### config.mk
export PLATFORM = sky130hd
export DESIGN_NAME = sextant_cell_encoder
export DESIGN_NICKNAME = d
export VERILOG_FILES = /design/src/rtl/core/sxt_pkg.sv /design/src/rtl/core/sxt_group_avg.sv /design/src/rtl/core/sextant_cell_encoder.sv
export SDC_FILE = /design/constraint.sdc
export NUM_CORES = 2
export LEC_CHECK = 0
export BUFFER_PORTS_ARGS = -buffer_cell sky130_fd_sc_hd__buf_2
export CAP_MARGIN = 25
export CORE_UTILIZATION = 35
export CTS_CLUSTER_DIAMETER = 40
export CTS_CLUSTER_SIZE = 16
export DETAILED_ROUTE_END_ITERATION = 16
export PLACE_DENSITY = 0.52
export SYNTH_ARGS = -nofsm -noshare
export SYNTH_HDL_FRONTEND = slang
export SYNTH_SLANG_ARGS = --single-unit
### constraint.sdc
create_clock -name aclk -period 9.45 [get_ports aclk]
set_clock_uncertainty 0.1 [all_clocks]
set_input_delay 0.945 -clock aclk [delete_from_list [all_inputs] [get_ports aclk]]
set_output_delay 0.945 -clock aclk [all_outputs]
set_load 0.02 [all_outputs]
### src/rtl/core/sxt_pkg.sv
package sxt_pkg;

    localparam int NUM_SAMPLES   = 6;
    localparam int NUM_CHANNELS  = 3;
    localparam int CH_W          = 8;
    localparam int COLOR_W       = NUM_CHANNELS * CH_W;
    localparam int THR_W         = 17;
    localparam int GLYPH_W       = 17;
    localparam int LUMA_BITS_DEF = 16;

    // channel sum of up to six bytes, and sample count 0..6
    localparam int SUM_W         = 11;
    localparam int CNT_W         = 3;

    // reciprocal scaled by 2^16, exact for every sum below 2^16 / 5
    localparam int RECIP_SHIFT   = 16;
    localparam int RECIP_W       = RECIP_SHIFT + 1;
    localparam int PROD_W        = SUM_W + RECIP_W;

    localparam logic [THR_W-1:0] THR_RESET = THR_W'(32768);

    localparam logic [NUM_SAMPLES-1:0] MASK_EMPTY = 6'd0;
    localparam logic [NUM_SAMPLES-1:0] MASK_LEFT  = 6'd21;
    localparam logic [NUM_SAMPLES-1:0] MASK_RIGHT = 6'd42;
    localparam logic [NUM_SAMPLES-1:0] MASK_FULL  = 6'd63;

    localparam logic [GLYPH_W-1:0] CP_SPACE      = 17'h00020;
    localparam logic [GLYPH_W-1:0] CP_LEFT_HALF  = 17'h0258C;
    localparam logic [GLYPH_W-1:0] CP_RIGHT_HALF = 17'h02590;
    localparam logic [GLYPH_W-1:0] CP_FULL       = 17'h02588;
    localparam logic [GLYPH_W-1:0] SEXTANT_BASE  = 17'h1FB00;

    // per-stage load enables handed to the averaging lanes
    typedef struct packed {
        logic mul_en;
        logic out_en;
    } sxt_adv_t;

    typedef logic [NUM_CHANNELS-1:0][SUM_W-1:0] sxt_sums_t;

    function automatic logic [GLYPH_W-1:0] glyph_for(input logic [NUM_SAMPLES-1:0] m);
        logic [GLYPH_W-1:0] skip;
        logic [GLYPH_W-1:0] code;
        skip = '0;
        if (m > MASK_LEFT) begin
            skip = skip + GLYPH_W'(1);
        end
        if (m > MASK_RIGHT) begin
            skip = skip + GLYPH_W'(1);
        end
        unique case (m)
            MASK_EMPTY: code = CP_SPACE;
            MASK_LEFT:  code = CP_LEFT_HALF;
            MASK_RIGHT: code = CP_RIGHT_HALF;
            MASK_FULL:  code = CP_FULL;
            default:    code = SEXTANT_BASE + GLYPH_W'(m) - GLYPH_W'(1) - skip;
        endcase
        return code;
    endfunction

    // ceil(2^16 / n); an empty group maps to zero so the average comes out black
    function automatic logic [RECIP_W-1:0] recip_for(input logic [CNT_W-1:0] n);
        logic [RECIP_W-1:0] r;
        unique case (n)
            3'd1:    r = 17'd65536;
            3'd2:    r = 17'd32768;
            3'd3:    r = 17'd21846;
            3'd4:    r = 17'd16384;
            3'd5:    r = 17'd13108;
            3'd6:    r = 17'd10923;
            default: r = '0;
        endcase
        return r;
    endfunction

endpackage

### src/rtl/core/sxt_group_avg.sv
module sxt_group_avg
    import sxt_pkg::*;
(
    input  logic               aclk,
    input  sxt_adv_t           adv,
    input  sxt_sums_t          sums,
    input  logic [CNT_W-1:0]   count,
    output logic [COLOR_W-1:0] color
);

    logic [NUM_CHANNELS-1:0][PROD_W-1:0] prod_reg;
    logic [NUM_CHANNELS-1:0][PROD_W-1:0] prod_next;
    logic [COLOR_W-1:0]                  color_reg;
    logic [COLOR_W-1:0]                  color_next;
    logic [RECIP_W-1:0]                  recip;

    // multiply by reciprocal
    always_comb begin
        recip = recip_for(count);
        for (int c = 0; c < NUM_CHANNELS; c++) begin
            prod_next[c] = PROD_W'(sums[c]) * PROD_W'(recip);
        end
    end

    // scale back and pack
    always_comb begin
        for (int c = 0; c < NUM_CHANNELS; c++) begin
            color_next[c*CH_W +: CH_W] = prod_reg[c][RECIP_SHIFT +: CH_W];
        end
    end

    always_ff @(posedge aclk) begin
        if (adv.mul_en) begin
            prod_reg <= prod_next;
        end
        if (adv.out_en) begin
            color_reg <= color_next;
        end
    end

    assign color = color_reg;

endmodule

### src/rtl/core/sextant_cell_encoder.sv
// Sextant cell encoder: turns one text cell of six samples (two wide, three
// tall) into a block-character code point, the lit mask and the average
// foreground and background colours. A sample is lit when its luminance is at
// or above cfg lit threshold (reset one half). Four register stages: mask
// compare, group sums and glyph lookup, reciprocal multiply, output. A new
// cell is taken every cycle while the result side keeps up, and each stage
// holds its item independently so a stall on m_ready fills the bubbles
// before s_ready drops.
// The threshold should be written only while the pipeline is empty.
module sextant_cell_encoder
    import sxt_pkg::*;
#(
    parameter int LUMA_BITS = LUMA_BITS_DEF
) (
    input  logic                 aclk,
    input  logic                 aresetn,

    input  logic                 cfg_wr_en,
    input  logic [THR_W-1:0]     cfg_wr_data,

    input  logic                 s_valid,
    output logic                 s_ready,
    input  logic [COLOR_W-1:0]   s_color_0,
    input  logic [COLOR_W-1:0]   s_color_1,
    input  logic [COLOR_W-1:0]   s_color_2,
    input  logic [COLOR_W-1:0]   s_color_3,
    input  logic [COLOR_W-1:0]   s_color_4,
    input  logic [COLOR_W-1:0]   s_color_5,
    input  logic [LUMA_BITS-1:0] s_luma_0,
    input  logic [LUMA_BITS-1:0] s_luma_1,
    input  logic [LUMA_BITS-1:0] s_luma_2,
    input  logic [LUMA_BITS-1:0] s_luma_3,
    input  logic [LUMA_BITS-1:0] s_luma_4,
    input  logic [LUMA_BITS-1:0] s_luma_5,

    output logic                 m_valid,
    input  logic                 m_ready,
    output logic [GLYPH_W-1:0]   m_glyph_code,
    output logic [NUM_SAMPLES-1:0] m_lit_mask,
    output logic [COLOR_W-1:0]   m_fg_color,
    output logic [COLOR_W-1:0]   m_bg_color
);

    // compare width covers both the luminance and the 17-bit threshold
    localparam int CMP_W = (LUMA_BITS > THR_W) ? LUMA_BITS : THR_W;

    // threshold register
    logic [THR_W-1:0] thr_reg;

    always_ff @(posedge aclk) begin
        if (!aresetn) begin
            thr_reg <= THR_RESET;
        end else if (cfg_wr_en) begin
            thr_reg <= cfg_wr_data;
        end
    end

    // stage valids and load enables; a stage loads when empty or when it drains
    logic v1_reg, v2_reg, v3_reg, v4_reg;
    logic en1, en2, en3, en4;
    sxt_adv_t adv;

    assign en4     = !v4_reg || m_ready;
    assign en3     = !v3_reg || en4;
    assign en2     = !v2_reg || en3;
    assign en1     = !v1_reg || en2;
    assign s_ready = en1;

    assign adv.mul_en = en3;
    assign adv.out_en = en4;

    always_ff @(posedge aclk) begin
        if (!aresetn) begin
            v1_reg <= 1'b0;
            v2_reg <= 1'b0;
            v3_reg <= 1'b0;
            v4_reg <= 1'b0;
        end else begin
            if (en1) v1_reg <= s_valid;
            if (en2) v2_reg <= v1_reg;
            if (en3) v3_reg <= v2_reg;
            if (en4) v4_reg <= v3_reg;
        end
    end

    // stage 1: threshold compare per sample
    logic [NUM_SAMPLES-1:0][COLOR_W-1:0]   col_in;
    logic [NUM_SAMPLES-1:0][LUMA_BITS-1:0] luma_in;
    logic [NUM_SAMPLES-1:0]                mask1_next;
    logic [NUM_SAMPLES-1:0]                mask1_reg;
    logic [NUM_SAMPLES-1:0][COLOR_W-1:0]   col1_reg;

    assign col_in  = {s_color_5, s_color_4, s_color_3, s_color_2, s_color_1, s_color_0};
    assign luma_in = {s_luma_5, s_luma_4, s_luma_3, s_luma_2, s_luma_1, s_luma_0};

    always_comb begin
        for (int i = 0; i < NUM_SAMPLES; i++) begin
            mask1_next[i] = CMP_W'(luma_in[i]) >= CMP_W'(thr_reg);
        end
    end

    always_ff @(posedge aclk) begin
        if (en1) begin
            mask1_reg <= mask1_next;
            col1_reg  <= col_in;
        end
    end

    // stage 2: per-channel sums of the lit and unlit groups, counts, glyph
    sxt_sums_t            lit_sum_next, unl_sum_next;
    sxt_sums_t            lit_sum_reg, unl_sum_reg;
    logic [CNT_W-1:0]     lit_cnt_next, unl_cnt_next;
    logic [CNT_W-1:0]     lit_cnt_reg, unl_cnt_reg;
    logic [GLYPH_W-1:0]   glyph2_reg;
    logic [NUM_SAMPLES-1:0] mask2_reg;

    always_comb begin
        lit_sum_next = '0;
        unl_sum_next = '0;
        for (int i = 0; i < NUM_SAMPLES; i++) begin
            for (int c = 0; c < NUM_CHANNELS; c++) begin
                if (mask1_reg[i]) begin
                    lit_sum_next[c] = lit_sum_next[c] + SUM_W'(col1_reg[i][c*CH_W +: CH_W]);
                end else begin
                    unl_sum_next[c] = unl_sum_next[c] + SUM_W'(col1_reg[i][c*CH_W +: CH_W]);
                end
            end
        end
        lit_cnt_next = CNT_W'($countones(mask1_reg));
        unl_cnt_next = CNT_W'(NUM_SAMPLES) - lit_cnt_next;
    end

    always_ff @(posedge aclk) begin
        if (en2) begin
            lit_sum_reg <= lit_sum_next;
            unl_sum_reg <= unl_sum_next;
            lit_cnt_reg <= lit_cnt_next;
            unl_cnt_reg <= unl_cnt_next;
            glyph2_reg  <= glyph_for(mask1_reg);
            mask2_reg   <= mask1_reg;
        end
    end

    // stages 3 and 4: divide by count via reciprocal, one lane per group
    sxt_group_avg u_fg_avg (
        .aclk  (aclk),
        .adv   (adv),
        .sums  (lit_sum_reg),
        .count (lit_cnt_reg),
        .color (m_fg_color)
    );

    sxt_group_avg u_bg_avg (
        .aclk  (aclk),
        .adv   (adv),
        .sums  (unl_sum_reg),
        .count (unl_cnt_reg),
        .color (m_bg_color)
    );

    // mask and glyph ride alongside the multiply and output stages
    logic [GLYPH_W-1:0]     glyph3_reg, glyph4_reg;
    logic [NUM_SAMPLES-1:0] mask3_reg, mask4_reg;

    always_ff @(posedge aclk) begin
        if (en3) begin
            glyph3_reg <= glyph2_reg;
            mask3_reg  <= mask2_reg;
        end
        if (en4) begin
            glyph4_reg <= glyph3_reg;
            mask4_reg  <= mask3_reg;
        end
    end

    assign m_valid      = v4_reg;
    assign m_glyph_code = glyph4_reg;
    assign m_lit_mask   = mask4_reg;

    // input side only backs up when the whole pipeline is full and stalled
    assert property (@(posedge aclk) disable iff (!aresetn)
        !s_ready |-> (m_valid && !m_ready))
        else $error("s_ready low without a stalled full pipeline");

    // space exactly for the empty mask
    assert property (@(posedge aclk) disable iff (!aresetn)
        m_valid |-> ((m_lit_mask == MASK_EMPTY) == (m_glyph_code == CP_SPACE)))
        else $error("glyph and mask disagree on empty cell");

    // no lit samples gives a black foreground
    assert property (@(posedge aclk) disable iff (!aresetn)
        (m_valid && (m_lit_mask == MASK_EMPTY)) |-> (m_fg_color == '0))
        else $error("foreground not black for empty group");

    // all samples lit gives a black background
    assert property (@(posedge aclk) disable iff (!aresetn)
        (m_valid && (m_lit_mask == MASK_FULL)) |-> (m_bg_color == '0))
        else $error("background not black for empty group");

endmodule
==> results.tsv <==
stage	metric	value	unit
status	status	complete, no violations	
yosys	synthSimpleGateAreaFrac	0.1142	
critical_path	critPathArrivalTime	8130	ps
hold_path	min-delay-start	mask3_reg[3]	
yosys	synth-xor-area-share	0.04458	
sta	timing.final.crit_share	0.8300	
hold_path	hold_end	m_lit_mask[3]	
sta	setup_viol	0	
cells_and_area	nNetsFinal	7151	
die	core_region_area	149800	µm²
routing	drc_errors	0	
cts	cts_setup_buffers	0	
routing	first_pass_iters	5	
place	gp_congestion	0.9170	
critical_path	worstSetupEndpointType	flop	
sta	hold_slack	305.0	ps
global_routing	gr-usage-all-layers	0.1953	
critical_path	timing.rr.start	lit_cnt_reg[0]	
sta	rsz0062_at_grt	no	
die	chipHeight	390.6	µm
yosys	synth_ff_type	edfxtp_1	
critical_path	required	9740	ps
yosys	syn_area_per_cell	10.08	µm²
routing	vias	37270	
sta	min_period	7843	ps
routing	wl	146600	µm
cells_and_area	drive_gt1_frac	0.1192	
cells_and_area	area_growth	13.03	%
hold_path	hold_class	flop to flop	
yosys	synth_top_area_cell	fa_1	
die	dieArea	152500	µm²
critical_path	ff2ff_setup_slack	1610	ps
critical_path	crit_type	flop to flop	
cts	insertion_delay	690	ps
sta	drv_slew	0	
critical_path	startpoint_type	flop	
yosys	yosysSeqAreaShare	0.2205	
yosys	synth_top_family_by_area	adder cells	
die	ios	335	
critical_path	crit_fanout	19	
yosys	syn_area	52850	µm²
die	start_util	0.3528	
sta	fmax	127.5	MHz
cts	ctsHoldBuffers	0	
cts	path_clk_slew	60	ps
routing	drt_iter0_drc	1984	
cts	clockBufferDepth	3	
yosys	yosysWarnings	0	
cts	numCtsBuffers	77	
yosys	syn_inst	5243	
global_routing	grt.overflow.total	0	
hold_path	whs_path_depth	0	
yosys	synthAdderAreaFrac	0.4118	
die	rows	142	
yosys	synth_fp_nets	6821	
yosys	synth_top_cell_area_share	0.2652	
yosys	synth_mux_area_frac	0.02808	
place	place_inst	7508	
global_routing	grt_pass1_wl	227500	µm
place	place_hpwl	123600	µm
global_routing	antenna_found_initial	9	
critical_path	regToRegEndpoint	u_bg_avg.color_next[7]	
global_routing	grt_max_degree	79	
cts	htree_num_levels	3	
place	portBuffers	334	
cts	clock-sinks	395	
sta	max-slew-margin-rel	0.3043	
yosys	synth_cell_types	79	
run	drv_cap	0	
sta	final_hold_viol_count	0	
routing	ant_nets	0	
cts	ctsRootBufferMaster	clkbuf_16	
global_routing	grt_pass1_vias	38920	
cts	cts_resized	0	
cells_and_area	largest_reg_flops	144	
yosys	synth-seq-cells	395	
yosys	synth_area_leaders	fa_1 27%, edfxtp_1 21%, ha_1 15%	
yosys	synth_compound_area_frac	0.1022	
sta	timing.setup.tns	0	ps
sta	worstMarginPinSlew	1036	ps
yosys	synth_edf_count	374	
die	die_x	390.6	µm
routing	via_per_inst	4.868	
yosys	ys_async_sr_fraction	0	
cts	cts_tree	done	
critical_path	reg2regPathDepth	22	
cells_and_area	instances_no_fill	7656	
routing	wl_per_cell	19.15	µm
worst max-delay path, cell delays in order, from the launching register on:
cell and delay (ps):
edfxtp_1 880, xor2_1 650, buf_4 310, and2_1 550
nand2_1 170, fa_1 510, inv_1 100, fa_1 450
inv_1 120, fa_1 430, fa_1 460, fa_1 490
inv_1 40, ha_1 280, nand4_1 170, a2111oi_0 90
o41ai_1 120, o211ai_1 340, a41o_1 370, o41ai_1 430
o21bai_1 160, a21oi_1 200, xnor2_1 80
logic make-up after synthesis:
family,count (synthesis)
fa+ha+maj,1320
compound gates,820
flops,395
buf+inv,1103
simple gates,1200
xor+xnor,269
mux,136
cell usage after synthesis, types with 11 or more instances:
cell type,n
o21a_1,87
inv_1,975
xor2_1,81
clkbuf_1,108
a21oi_1,213
a31oi_1,18
or2_2,43
nor3b_1,11
and3_1,103
mux2i_1,44
o211ai_1,17
nand3_1,47
nor3_1,61
fa_1,700
nor2b_1,106
a211oi_1,39
xnor2_1,188
o21ai_0,159
edfxtp_1,374
o31ai_1,14
nand4_1,24
a21o_1,112
nand2_1,307
o21bai_1,30
a211o_1,12
o31a_1,18
mux2_2,90
and2_1,185
dfxtp_1,21
nand2b_1,27
nor2_1,254
ha_1,616
how the worst max path moves through the flow:
stage / start / to / slack [ps] / cells past startpoint
2_1_floorplan: lit_cnt_reg[0] / u_fg_avg.color_next[15] / 2470 / 23
3_3_place_gp: unl_cnt_reg[2] / u_bg_avg.color_next[14] / 1690 / 22
3_5_place_dp: unl_cnt_reg[2] / u_bg_avg.color_next[14] / 1550 / 22
4_1_cts: unl_cnt_reg[2] / u_bg_avg.color_next[14] / 1510 / 22
5_1_grt: lit_cnt_reg[0] / u_bg_avg.color_next[7] / 1000 / 22
6_report: lit_cnt_reg[0] / u_bg_avg.color_next[7] / 1610 / 22
cells in the final DEF (no fill, tap or decap), types with 11 or more instances in the layout:
master,instances
inv_1,973
fa_1,700
ha_1,616
edfxtp_1,374
buf_2,334
nand2_1,305
nor2_1,254
a21oi_1,213
xnor2_1,188
and2_1,185
o21ai_0,159
a21o_1,112
nor2b_1,106
and3_1,103
mux2_2,90
o21a_1,87
xor2_1,80
clkbuf_16,78
nor3_1,61
nand3_1,47
mux2i_1,44
or2_2,43
a211oi_1,39
buf_4,38
o21bai_1,30
nand2b_1,27
nand4_1,24
dfxtp_1,21
a31oi_1,18
o31a_1,18
o211ai_1,17
o31ai_1,14
clkinv_8,14
a211o_1,12
clkinv_4,11
layer usage:
metal | GRT usage | vias to the layer above | routed length, µm
met5 | 0 | - | 44
met1 | 0.2789 | 18190 | 70600
met4 | 0.05483 | 6 | 3869
li1 | - | 18060 | -
met3 | 0.03459 | 168 | 7966
met2 | 0.3016 | 844 | 64150
per-stage QoR:
stage	instance area (µm²)	util	worst slack, ps
finish	59730	0.3988	1607
global route	59730	0.3988	1003
CTS	59710	0.3986	1507
detailed placement	56920	0.3800	1549
global placement	56900	0.3799	1692
floorplan	52850	-	2472
layout make-up:
type | count | area [µm²]
antenna | 2 | 5.005
clock buffer | 81 | 1963
clock inverter | 63 | 824.5
fill | 14720 | 90040
inverter | 978 | 3675
multi-input combinational | 3745 | 37080
sequential | 395 | 11650
tap | 2016 | 2522
timing repair buffer | 376 | 2014
Power is not shown: default switching activity piles up to over one toggle a cycle in this logic, so the estimate is an artifact.
